===== src/rtl/core/psfi_pkg.sv =====
`timescale 1ns / 1ps
`default_nettype none

package psfi_pkg;

    localparam int OFFSET_BITS_DEF      = 32;
    localparam int FRAME_COUNT_BITS_DEF = 16;

    localparam int COUNT_BITS  = 33;
    localparam int LENGTH_BITS = 32;
    localparam int FIELD_OFFSET_BITS = 32;
    localparam int FIELD_NUMBER_BITS = 16;

    // crc bytes that follow every chunk's data
    localparam logic [COUNT_BITS-1:0] CRC_BYTES = 33'd4;

    typedef enum logic [2:0] {
        PH_SIG  = 3'd0,
        PH_LEN  = 3'd1,
        PH_TYPE = 3'd2,
        PH_SKIP = 3'd3,
        PH_DEAD = 3'd4
    } phase_t;

    typedef enum logic [1:0] {
        ST_COMPLETE  = 2'd0,
        ST_BAD_SIG   = 2'd1,
        ST_TRUNCATED = 2'd2,
        ST_CLEAN_END = 2'd3
    } status_t;

    typedef struct packed {
        logic       stream_end;
        logic [7:0] data_byte;
    } item_t;

    typedef struct packed {
        logic                         final_res;
        status_t                      status;
        logic [FIELD_NUMBER_BITS-1:0] frame_number;
        logic [FIELD_OFFSET_BITS-1:0] frame_size;
        logic [FIELD_OFFSET_BITS-1:0] frame_offset;
    } result_t;

    function automatic logic [7:0] sig_byte(input logic [2:0] idx);
        logic [7:0] b;
        case (idx)
            3'd0:    b = 8'h89;
            3'd1:    b = 8'h50;
            3'd2:    b = 8'h4E;
            3'd3:    b = 8'h47;
            3'd4:    b = 8'h0D;
            3'd5:    b = 8'h0A;
            3'd6:    b = 8'h1A;
            default: b = 8'h0A;
        endcase
        return b;
    endfunction

    // chunk type "IEND"
    function automatic logic [7:0] iend_byte(input logic [1:0] idx);
        logic [7:0] b;
        case (idx)
            2'd0:    b = 8'h49;
            2'd1:    b = 8'h45;
            2'd2:    b = 8'h4E;
            default: b = 8'h44;
        endcase
        return b;
    endfunction

endpackage

`default_nettype wire


===== src/rtl/core/png_stream_frame_indexer.sv =====
`timescale 1ns / 1ps
// channel   direction  tdata (low bit up)                              tuser    tlast
// s_axis    in         data_byte[7:0]                                  -        stream_end
// m_axis    out        frame_offset[31:0] frame_size[63:32]            status   final_res
//                      frame_number[79:64]
//
// one byte per cycle while no result is held; a byte is captured in the input register and
// its result, if any, is loaded into the output register when the walker consumes the byte.
// the phase/counter update is the only loop.
// aresetn is synchronous, active low, and returns the walker to the signature phase.
// a held result stalls the walker, which then fills the input register and drops s_axis_tready.
`default_nettype none

module png_stream_frame_indexer
    import psfi_pkg::*;
#(
    parameter int OFFSET_BITS      = OFFSET_BITS_DEF,
    parameter int FRAME_COUNT_BITS = FRAME_COUNT_BITS_DEF
) (
    input  wire logic        aclk,
    input  wire logic        aresetn,
    input  wire logic        s_axis_tvalid,
    output logic             s_axis_tready,
    input  wire logic [7:0]  s_axis_tdata,   // data_byte
    input  wire logic        s_axis_tlast,
    output logic             m_axis_tvalid,
    input  wire logic        m_axis_tready,
    output logic [79:0]      m_axis_tdata,   // frame_offset, frame_size, frame_number
    output logic [1:0]       m_axis_tuser,   // status
    output logic             m_axis_tlast
);

    item_t   s_item;
    item_t   item;
    logic    item_valid;
    logic    room;
    logic    fire;
    logic    has_result;
    result_t result;
    result_t m_result;

    assign s_item.data_byte  = s_axis_tdata;
    assign s_item.stream_end = s_axis_tlast;
    assign fire              = item_valid && room;

    psfi_in_reg u_in_reg (
        .aclk       (aclk),
        .aresetn    (aresetn),
        .s_valid    (s_axis_tvalid),
        .s_ready    (s_axis_tready),
        .s_item     (s_item),
        .take       (fire),
        .item_valid (item_valid),
        .item       (item)
    );

    psfi_walker #(
        .OFFSET_BITS      (OFFSET_BITS),
        .FRAME_COUNT_BITS (FRAME_COUNT_BITS)
    ) u_walker (
        .aclk       (aclk),
        .aresetn    (aresetn),
        .fire       (fire),
        .item       (item),
        .has_result (has_result),
        .result     (result)
    );

    psfi_out_reg u_out_reg (
        .aclk        (aclk),
        .aresetn     (aresetn),
        .load        (fire),
        .load_valid  (has_result),
        .load_result (result),
        .room        (room),
        .m_valid     (m_axis_tvalid),
        .m_ready     (m_axis_tready),
        .m_result    (m_result)
    );

    assign m_axis_tdata = {m_result.frame_number, m_result.frame_size, m_result.frame_offset};
    assign m_axis_tuser = m_result.status;
    assign m_axis_tlast = m_result.final_res;

endmodule

`default_nettype wire


===== src/rtl/core/psfi_in_reg.sv =====
`timescale 1ns / 1ps
`default_nettype none

module psfi_in_reg
    import psfi_pkg::*;
(
    input  wire logic  aclk,
    input  wire logic  aresetn,
    input  wire logic  s_valid,
    output logic       s_ready,
    input  wire item_t s_item,
    input  wire logic  take,
    output logic       item_valid,
    output item_t      item
);

    logic  valid_reg, valid_next;
    item_t item_reg;

    // slot frees up in the same cycle the walker consumes it
    assign s_ready    = !valid_reg || take;
    assign valid_next = (s_valid && s_ready) || (valid_reg && !take);

    always_ff @(posedge aclk) begin
        if (!aresetn) begin
            valid_reg <= 1'b0;
        end else begin
            valid_reg <= valid_next;
        end
    end

    always_ff @(posedge aclk) begin
        if (s_valid && s_ready) begin
            item_reg <= s_item;
        end
    end

    assign item_valid = valid_reg;
    assign item       = item_reg;

endmodule

`default_nettype wire


===== src/rtl/core/psfi_walker.sv =====
`timescale 1ns / 1ps
`default_nettype none

module psfi_walker
    import psfi_pkg::*;
#(
    parameter int OFFSET_BITS      = OFFSET_BITS_DEF,
    parameter int FRAME_COUNT_BITS = FRAME_COUNT_BITS_DEF
) (
    input  wire logic  aclk,
    input  wire logic  aresetn,
    input  wire logic  fire,
    input  wire item_t item,
    output logic       has_result,
    output result_t    result
);

    phase_t                      phase_reg, phase_next;
    logic [COUNT_BITS-1:0]       count_reg, count_next;
    logic [LENGTH_BITS-1:0]      length_reg, length_next;
    logic                        match_reg, match_next;
    logic [OFFSET_BITS-1:0]      start_reg, start_next;
    logic [OFFSET_BITS-1:0]      offset_reg, offset_next;
    logic [FRAME_COUNT_BITS-1:0] frames_reg, frames_next;

    logic                   sig_ok;
    logic                   type_ok;
    logic [COUNT_BITS-1:0]  count_dec;
    logic                   skip_done;
    logic                   completed;
    logic                   bad_sig;
    logic                   was_dead;
    logic [OFFSET_BITS-1:0] offset_inc;
    logic [OFFSET_BITS-1:0] size_raw;

    logic [OFFSET_BITS+FIELD_OFFSET_BITS-1:0]      start_ext;
    logic [OFFSET_BITS+FIELD_OFFSET_BITS-1:0]      size_ext;
    logic [FRAME_COUNT_BITS+FIELD_NUMBER_BITS-1:0] frames_ext;

    assign sig_ok     = item.data_byte == sig_byte(count_reg[2:0]);
    assign type_ok    = item.data_byte == iend_byte(count_reg[1:0]);
    assign count_dec  = (count_reg != '0) ? count_reg - 1'b1 : count_reg;
    assign skip_done  = count_dec == '0;
    assign offset_inc = offset_reg + 1'b1;
    assign size_raw   = offset_reg - start_reg + 1'b1;

    // next phase
    always_comb begin
        phase_next = phase_reg;
        case (phase_reg)
            PH_SIG: begin
                if (!sig_ok) begin
                    phase_next = PH_DEAD;
                end else if (count_reg[2:0] == 3'd7) begin
                    phase_next = PH_LEN;
                end
            end
            PH_LEN: begin
                if (count_reg[1:0] == 2'd3) begin
                    phase_next = PH_TYPE;
                end
            end
            PH_TYPE: begin
                if (count_reg[1:0] == 2'd3) begin
                    phase_next = PH_SKIP;
                end
            end
            PH_SKIP: begin
                if (skip_done) begin
                    phase_next = match_reg ? PH_SIG : PH_LEN;
                end
            end
            default: phase_next = PH_DEAD;
        endcase
        if (item.stream_end) begin
            phase_next = PH_SIG;
        end
    end

    // counters, chunk fields and result flags
    always_comb begin
        count_next  = count_reg + 1'b1;
        length_next = length_reg;
        match_next  = match_reg;
        completed   = 1'b0;
        bad_sig     = 1'b0;
        was_dead    = 1'b0;
        case (phase_reg)
            PH_SIG: begin
                if (!sig_ok) begin
                    bad_sig    = 1'b1;
                    count_next = count_reg;
                end else if (count_reg[2:0] == 3'd7) begin
                    count_next  = '0;
                    length_next = '0;
                end
            end
            PH_LEN: begin
                length_next = {length_reg[LENGTH_BITS-9:0], item.data_byte};
                if (count_reg[1:0] == 2'd3) begin
                    count_next = '0;
                    match_next = 1'b1;
                end
            end
            PH_TYPE: begin
                match_next = match_reg && type_ok;
                if (count_reg[1:0] == 2'd3) begin
                    count_next = {1'b0, length_reg} + CRC_BYTES;
                end
            end
            PH_SKIP: begin
                count_next = count_dec;
                if (skip_done) begin
                    if (match_reg) begin
                        completed = 1'b1;
                    end else begin
                        length_next = '0;
                    end
                end
            end
            default: begin
                was_dead   = 1'b1;
                count_next = count_reg;
            end
        endcase

        start_next  = start_reg;
        frames_next = frames_reg;
        offset_next = offset_inc;
        if (completed) begin
            frames_next = frames_reg + 1'b1;
            start_next  = offset_inc;
            count_next  = '0;
        end
        if (item.stream_end) begin
            count_next  = '0;
            length_next = '0;
            match_next  = 1'b1;
            start_next  = '0;
            offset_next = '0;
            frames_next = '0;
        end
    end

    // result fields
    assign start_ext  = {{FIELD_OFFSET_BITS{1'b0}}, start_reg};
    assign size_ext   = {{FIELD_OFFSET_BITS{1'b0}}, size_raw};
    assign frames_ext = {{FIELD_NUMBER_BITS{1'b0}}, frames_reg};

    always_comb begin
        result.frame_offset = start_ext[FIELD_OFFSET_BITS-1:0];
        result.frame_size   = size_ext[FIELD_OFFSET_BITS-1:0];
        result.frame_number = frames_ext[FIELD_NUMBER_BITS-1:0];
        result.final_res    = item.stream_end;
        has_result          = 1'b0;
        result.status       = ST_TRUNCATED;
        if (completed) begin
            has_result    = 1'b1;
            result.status = item.stream_end ? ST_CLEAN_END : ST_COMPLETE;
        end else if (bad_sig) begin
            has_result    = 1'b1;
            result.status = ST_BAD_SIG;
        end else if (item.stream_end && !was_dead) begin
            has_result    = 1'b1;
            result.status = ST_TRUNCATED;
        end
    end

    always_ff @(posedge aclk) begin
        if (!aresetn) begin
            phase_reg  <= PH_SIG;
            count_reg  <= '0;
            length_reg <= '0;
            match_reg  <= 1'b1;
            start_reg  <= '0;
            offset_reg <= '0;
            frames_reg <= '0;
        end else if (fire) begin
            phase_reg  <= phase_next;
            count_reg  <= count_next;
            length_reg <= length_next;
            match_reg  <= match_next;
            start_reg  <= start_next;
            offset_reg <= offset_next;
            frames_reg <= frames_next;
        end
    end

endmodule

`default_nettype wire


===== src/rtl/core/psfi_out_reg.sv =====
`timescale 1ns / 1ps
`default_nettype none

module psfi_out_reg
    import psfi_pkg::*;
(
    input  wire logic    aclk,
    input  wire logic    aresetn,
    input  wire logic    load,
    input  wire logic    load_valid,
    input  wire result_t load_result,
    output logic         room,
    output logic         m_valid,
    input  wire logic    m_ready,
    output result_t      m_result
);

    logic    valid_reg, valid_next;
    result_t result_reg;

    // room only when the held transaction is gone or leaves this cycle
    assign room = !valid_reg || m_ready;

    always_comb begin
        valid_next = valid_reg && !m_ready;
        if (load) begin
            valid_next = load_valid;
        end
    end

    always_ff @(posedge aclk) begin
        if (!aresetn) begin
            valid_reg <= 1'b0;
        end else begin
            valid_reg <= valid_next;
        end
    end

    always_ff @(posedge aclk) begin
        if (load && load_valid) begin
            result_reg <= load_result;
        end
    end

    assign m_valid  = valid_reg;
    assign m_result = result_reg;

endmodule

`default_nettype wire


===== config.mk =====
export PLATFORM = sky130hd
export DESIGN_NAME = png_stream_frame_indexer
export DESIGN_NICKNAME = d
export VERILOG_FILES = /design/src/rtl/core/psfi_pkg.sv /design/src/rtl/core/png_stream_frame_indexer.sv /design/src/rtl/core/psfi_in_reg.sv /design/src/rtl/core/psfi_walker.sv /design/src/rtl/core/psfi_out_reg.sv
export SDC_FILE = /design/constraint.sdc
export NUM_CORES = 1
export LEC_CHECK = 0
export ABC_AREA = 1
export BUFFER_PORTS_ARGS = -buffer_cell sky130_fd_sc_hd__buf_4
export CAP_MARGIN = 20
export CORE_ASPECT_RATIO = 1.2
export CORE_MARGIN = 3
export CORE_UTILIZATION = 65
export CTS_BUF_LIST = sky130_fd_sc_hd__clkbuf_16
export DETAILED_ROUTE_END_ITERATION = 6
export GPL_TIMING_DRIVEN = 0
export PLACE_DENSITY = 0.95
export RECOVER_POWER = 25
export SYNTH_ARGS = -nofsm -noshare
export SYNTH_HDL_FRONTEND = slang
export SYNTH_SLANG_ARGS = --single-unit

===== constraint.sdc =====
create_clock -name aclk -period 9.29 [get_ports aclk]
set_input_delay 1.3935 -clock aclk [delete_from_list [all_inputs] [get_ports aclk]]
set_output_delay 1.3935 -clock aclk [all_outputs]
set_load 0.005 [all_outputs]

After elaboration in Yosys (flattened, before gate mapping)
Cells that the tools add are included.
{ "totals": {"ff_bits": 243, "output_inout_bits": 85, "wordCells": 118} }
{ "classes": {"n_reduce_logical": 29, "add_sub_neg": 7, "mux": 44, "n_eq_ne": 22} }
{ "op_table": {"columns": ["cell", "count"], "rows": [
  ["$mux W32", 8],
  ["$mux W33", 7],
  ["$pmux W33 S4", 1],
  ["$pmux W32 S3", 1],
  ["$add A32 B1 Y32 const B", 2],
  ["$pmux W8 S6", 1],
  ["$add A32 B3 Y33 const B", 1],
  ["$add A33 B1 Y33 const B", 1],
  ["$logic_not A33 Y1", 1],
  ["$reduce_bool A33 Y1", 1],
  ["$sub A33 B1 Y33 const B", 1],
  ["$mux W16", 2],
  ["$sub A32 B32 Y32", 1],
  ["$mux W3", 6],
  ["$add A16 B1 Y16 const B", 1],
  ["$ne A3 B2 Y1 const B", 5],
  ["$eq A3 B2 Y1 const B", 4],
  ["$mux W1", 12],
  ["$pmux W3 S4", 1],
  ["$pmux W4 S3", 1],
  ["$eq A3 B3 Y1 const B", 3],
  ["$eq A8 B7 Y1", 1],
  ["$eq A8 B8 Y1", 1],
  ["$logic_and A1 B1 Y1", 7],
  ["other kinds (21)", 32]
]} }

Depth between registers and ports, before layout
{ "depth": {"word_depth": 8, "depth_mapped": 21, "ltp_nobuf": 20} }

Cells and area by module
From an unflattened synthesis, not the netlist that was laid out.
{ "unflattened": {"hier_cells": 2315, "hier_area_um2": 16432.0} }
{ "by_module_without_submodules": {"columns": ["mod", "cells_each", "area_each_um2", "n_inst", "seq_area_each_um2"], "rows": [
  ["psfi_walker", 2205, 13549.2, 1, 2982.9],
  ["psfi_out_reg", 92, 2553.7, 1, 2512.4],
  ["psfi_in_reg", 16, 321.6, 1, 290.3],
  ["png_stream_frame_indexer", 2, 7.5, 1, 0.0]
]} }

Least setup slack after synthesis
No wires, ideal clock.
{ "synth_path": {"path_type": "input to register", "from": "input port m_axis_tready", "to": "register u_out_reg.result_reg (netlist bit u_out_reg.m_result[0]), enable pin", "setup_ns": 0.437, "t_arrival_ns": 3.953, "required_time_ns": 8.853, "path_stages": 8, "path_slack_ns": 4.900, "cell_sequence": "inv_1 nand2_1 nand2_1 inv_1 clkbuf_1 clkbuf_1 nand2_1 inv_1"} }
{ "synth_via": {"elab_chain_cells": 3} }
{ "synth_rtl": {"columns": ["item", "line_no", "text"], "rows": [
  ["from (decl)", "png_stream_frame_indexer.sv:27", "input wire logic m_axis_tready,"],
  ["$logic_or A1 B1 Y1", "psfi_out_reg.sv:22", "assign room = !valid_reg || m_ready;"],
  ["$logic_and A1 B1 Y1", "png_stream_frame_indexer.sv:44", "assign fire = item_valid && room;"],
  ["$logic_and A1 B1 Y1", "psfi_out_reg.sv:40", "if (load && load_valid) begin"],
  ["to (signal assigned)", "psfi_out_reg.sv:41", "result_reg <= load_result;"],
  ["to (decl)", "psfi_out_reg.sv:19", "result_t result_reg;"]
]} }
Every way passes these cells.
A chain may end at the register's enable or synchronous reset.

Worst setup path after layout
{ "layout_path": {"from": "register u_walker.count_reg[0]", "to": "register u_out_reg.result_reg (netlist bit u_out_reg.m_result[67]), enable pin"} }
{ "layout_via": {"elab_chain_cells": 8} }
{ "layout_rtl": {"columns": ["item", "line_no", "text"], "rows": [
  ["from (decl)", "psfi_walker.sv:19", "logic [COUNT_BITS-1:0] count_reg, count_next;"],
  ["from (signal assigned)", "psfi_walker.sv:180", "count_reg <= count_next;"],
  ["branches (longest 6 deep; another with $sub A33 B1 Y33)", null, null],
  ["$mux W1 *", "psfi_walker.sv:157", "if (completed) begin"],
  ["$logic_and A1 B1 Y1 *", "psfi_out_reg.sv:40", null]
]} }
Mark *: on every way between the ends.

==> impl_metrics.ini <==
[status]
status = finished, violations left
failed_checks = design-rule violations

[cells_and_area]
drive_gt1_frac = 0.08740
utilization = 0.7513
largest_reg_flops = 83
antenna_cells = 0
final_common_cell = nand2_1
area_growth_pct = 12.41
final_cells = 2649
final_cell_mix = nand2_1, inv_1, nor2_1
num-nets-final = 2401

[critical_path]
r2r_slack_ns = 5.07
cp_max_fo = 75
worstPathArrival_ns = 4.40
worstSetupPathType = reg -> reg
rr_startpoint = u_walker.count_reg[0]$_SDFFE_PN0P_
r2r_end = u_out_reg.m_result[67]$_DFFE_PP_
startpoint_type = flip-flop
endpoint_kind = flip-flop
worstPathRequired_ns = 9.48
ff2ff_path_depth = 18

[synth]
synth-simple-area-share = 0.2833
synth_area_per_cell_um2 = 7.171
ys_async_sr_fraction = 0
synth_nets = 2277
synth_seq_cells = 243
ys_types = 49
synth-compound-area-share = 0.1430
synth_xor_area_frac = 0.05518
yosysWarningCount = 0
syn_inst = 2191
yosysSeqAreaShare = 0.3682
synth_edf_count = 92
synth_top_family_by_area = simple AND/OR/NAND/NOR gates
synthAdderAreaFrac = 0.05861
ys.flop_type = dfxtp_1
netlist_area_um2 = 15710
muxShareOfSynthArea = 0

[floorplanning]
core-area_um2 = 23510
rows = 61
start_util = 0.6684
die_w_um = 147.9
io_pins = 98
dieHeight_um = 176.3
die_area_um2 = 26080

[sta]
fin_skew_ns = 0.02750
fmax_ghz = 0.2372
worstMarginPinSlew_ns = 0.8961
hold_slack_ns = 0.4391
setup_viol = 0
rsz0062_at_grt = false
drv_slew = 0
worst_slack_ns = 5.073
setup_tns_ns = 0
relSlewSlack = 0.4026
hold_viol = 0
fin_crit_ns = 4.217
min_period_over_period = 0.4539

[drt]
wl_per_cell_um = 21.47
drtPass1Iterations = 7
wl_um = 56870
vias = 17015
drc_errors = 3
drt.antenna.violating_nets = 0
via_per_inst = 6.423
drt_iter0_drc = 2146

[clock_network]
clock-sinks = 243
postCtsSetupBuffers = 0
ctsHoldBuffers = 0
numCtsBuffers = 25
clock_latency_ns = 0.55
cts.htree.levels = 1
clkSlewWorstSetupHoldPaths_ns = 0.07
ctsResizeCount = 0
cts_buffer_depth = 3
clock-root-buffer = clkbuf_16
cts_tree = built

[placement]
dp_hpwl_um = 41500
port_buffers = 96
dp.cells = 2603
gp_congestion = 1.103
dp_slack_ns = 5.235

[global_route]
grt_max_degree = 76
grt_pass1_vias = 16735
antenna_found_initial = 0
grt_overflow = 0
grt_usage = 0.4275
grt_first_pass_wirelength_um = 88070

[hold_path]
holdCritPathClass = reg -> reg
hold_end = u_out_reg.m_result[3]$_DFFE_PP_
hold-path-cell-count = 0
min-delay-start = u_walker.start_reg[3]$_SDFFE_PN0P_

[power]
power.density_nw_per_um2 = 170.0
leakage_nw = 7.161
ir_worst_vdd_v = 0.0001199

[flow_run]
cap_violations = 0
## critical path, cell delays in order (launching register included)
cell     delay [ns]
dfxtp_1        0.42
inv_1          0.38
ha_1           0.40
inv_1          0.14
nor2_1         0.19
nand3_2        0.13
nor2_4         0.12
nand2_4        0.11
buf_6          0.18
nand2_1        0.12
nand2_1        0.07
nor2_1         0.23
nand3_1        0.24
nor2_2         0.20
nand3_2        0.12
nand3_1        0.09
nand2_1        0.11
inv_4          0.21
buf_16         0.34
## cells in the mapped netlist, types with 24 or more instances
master | count | area (µm²)
edfxtp_1 | 92 | 2763
clkbuf_1 | 47 | 176.4
xor2_1 | 85 | 744.5
nand4_1 | 41 | 256.5
nand2_1 | 454 | 1704
a21oi_1 | 187 | 935.9
o21ai_0 | 110 | 550.5
ha_1 | 72 | 900.9
dfxtp_1 | 151 | 3023
nor2_1 | 231 | 867.1
nor3_1 | 51 | 255.2
nand3_1 | 175 | 875.8
a211oi_1 | 24 | 180.2
inv_1 | 259 | 972.2
## worst max-delay path by stage
stage,start,endpoint,depth (start not counted)
3_5_place_dp,u_walker.count_reg[0]$_SDFFE_PN0P_,u_out_reg.m_result[66]$_DFFE_PP_,18
2_1_floorplan,m_axis_tready,u_out_reg.m_result[0]$_DFFE_PP_,8
3_3_place_gp,u_walker.count_reg[0]$_SDFFE_PN0P_,u_out_reg.m_result[68]$_DFFE_PP_,17
4_1_cts,u_walker.count_reg[0]$_SDFFE_PN0P_,u_out_reg.m_result[67]$_DFFE_PP_,18
6_report,u_walker.count_reg[0]$_SDFFE_PN0P_,u_out_reg.m_result[67]$_DFFE_PP_,18
5_1_grt,u_walker.count_reg[0]$_SDFFE_PN0P_,u_out_reg.m_result[67]$_DFFE_PP_,18
## where the power goes
group | internal (mW) | leakage, nW | switching, mW
clock network | 0.604 | 0.412 | 0.454
registers | 1.19 | 2.09 | 0.0452
logic | 0.235 | 4.66 | 0.476
## cell type report
class	instances	area (µm²)
Buffer	90	437.9
Clock buffer	25	625.6
Clock inverter	21	212.7
Fill cell	1762	5846
Inverter	267	1005
Multi-Input combinational cell	1591	8487
Sequential cell	243	5786
Tap cell	315	394.1
Timing Repair Buffer	97	714.4
## stage by stage
stage	total power, mW	instance area (µm²)
2_1_floorplan	1.692	15710
3_3_place_gp	1.886	16830
3_5_place_dp	1.918	16860
4_1_cts	2.959	17700
5_1_grt	3.095	17660
6_report	3.002	17660
## cells by family (layout without fill, tap and decap cells)
group | count (synthesis) | count (layout)
fa+ha+maj | 73 | 73
xor+xnor | 99 | 99
simple gates | 1022 | 1022
compound gates | 397 | 397
flops | 243 | 243
buf+inv | 357 | 500
## metal layers
metal	vias to the layer above	track usage	wire, µm
met4	0	0.3396	5558
met5	-	0	0
met2	1343	0.7339	26850
li1	7600	-	-
met3	417	0.07214	5758
met1	7655	0.4662	18700
Note: power is estimated with default switching activity, not from simulation.
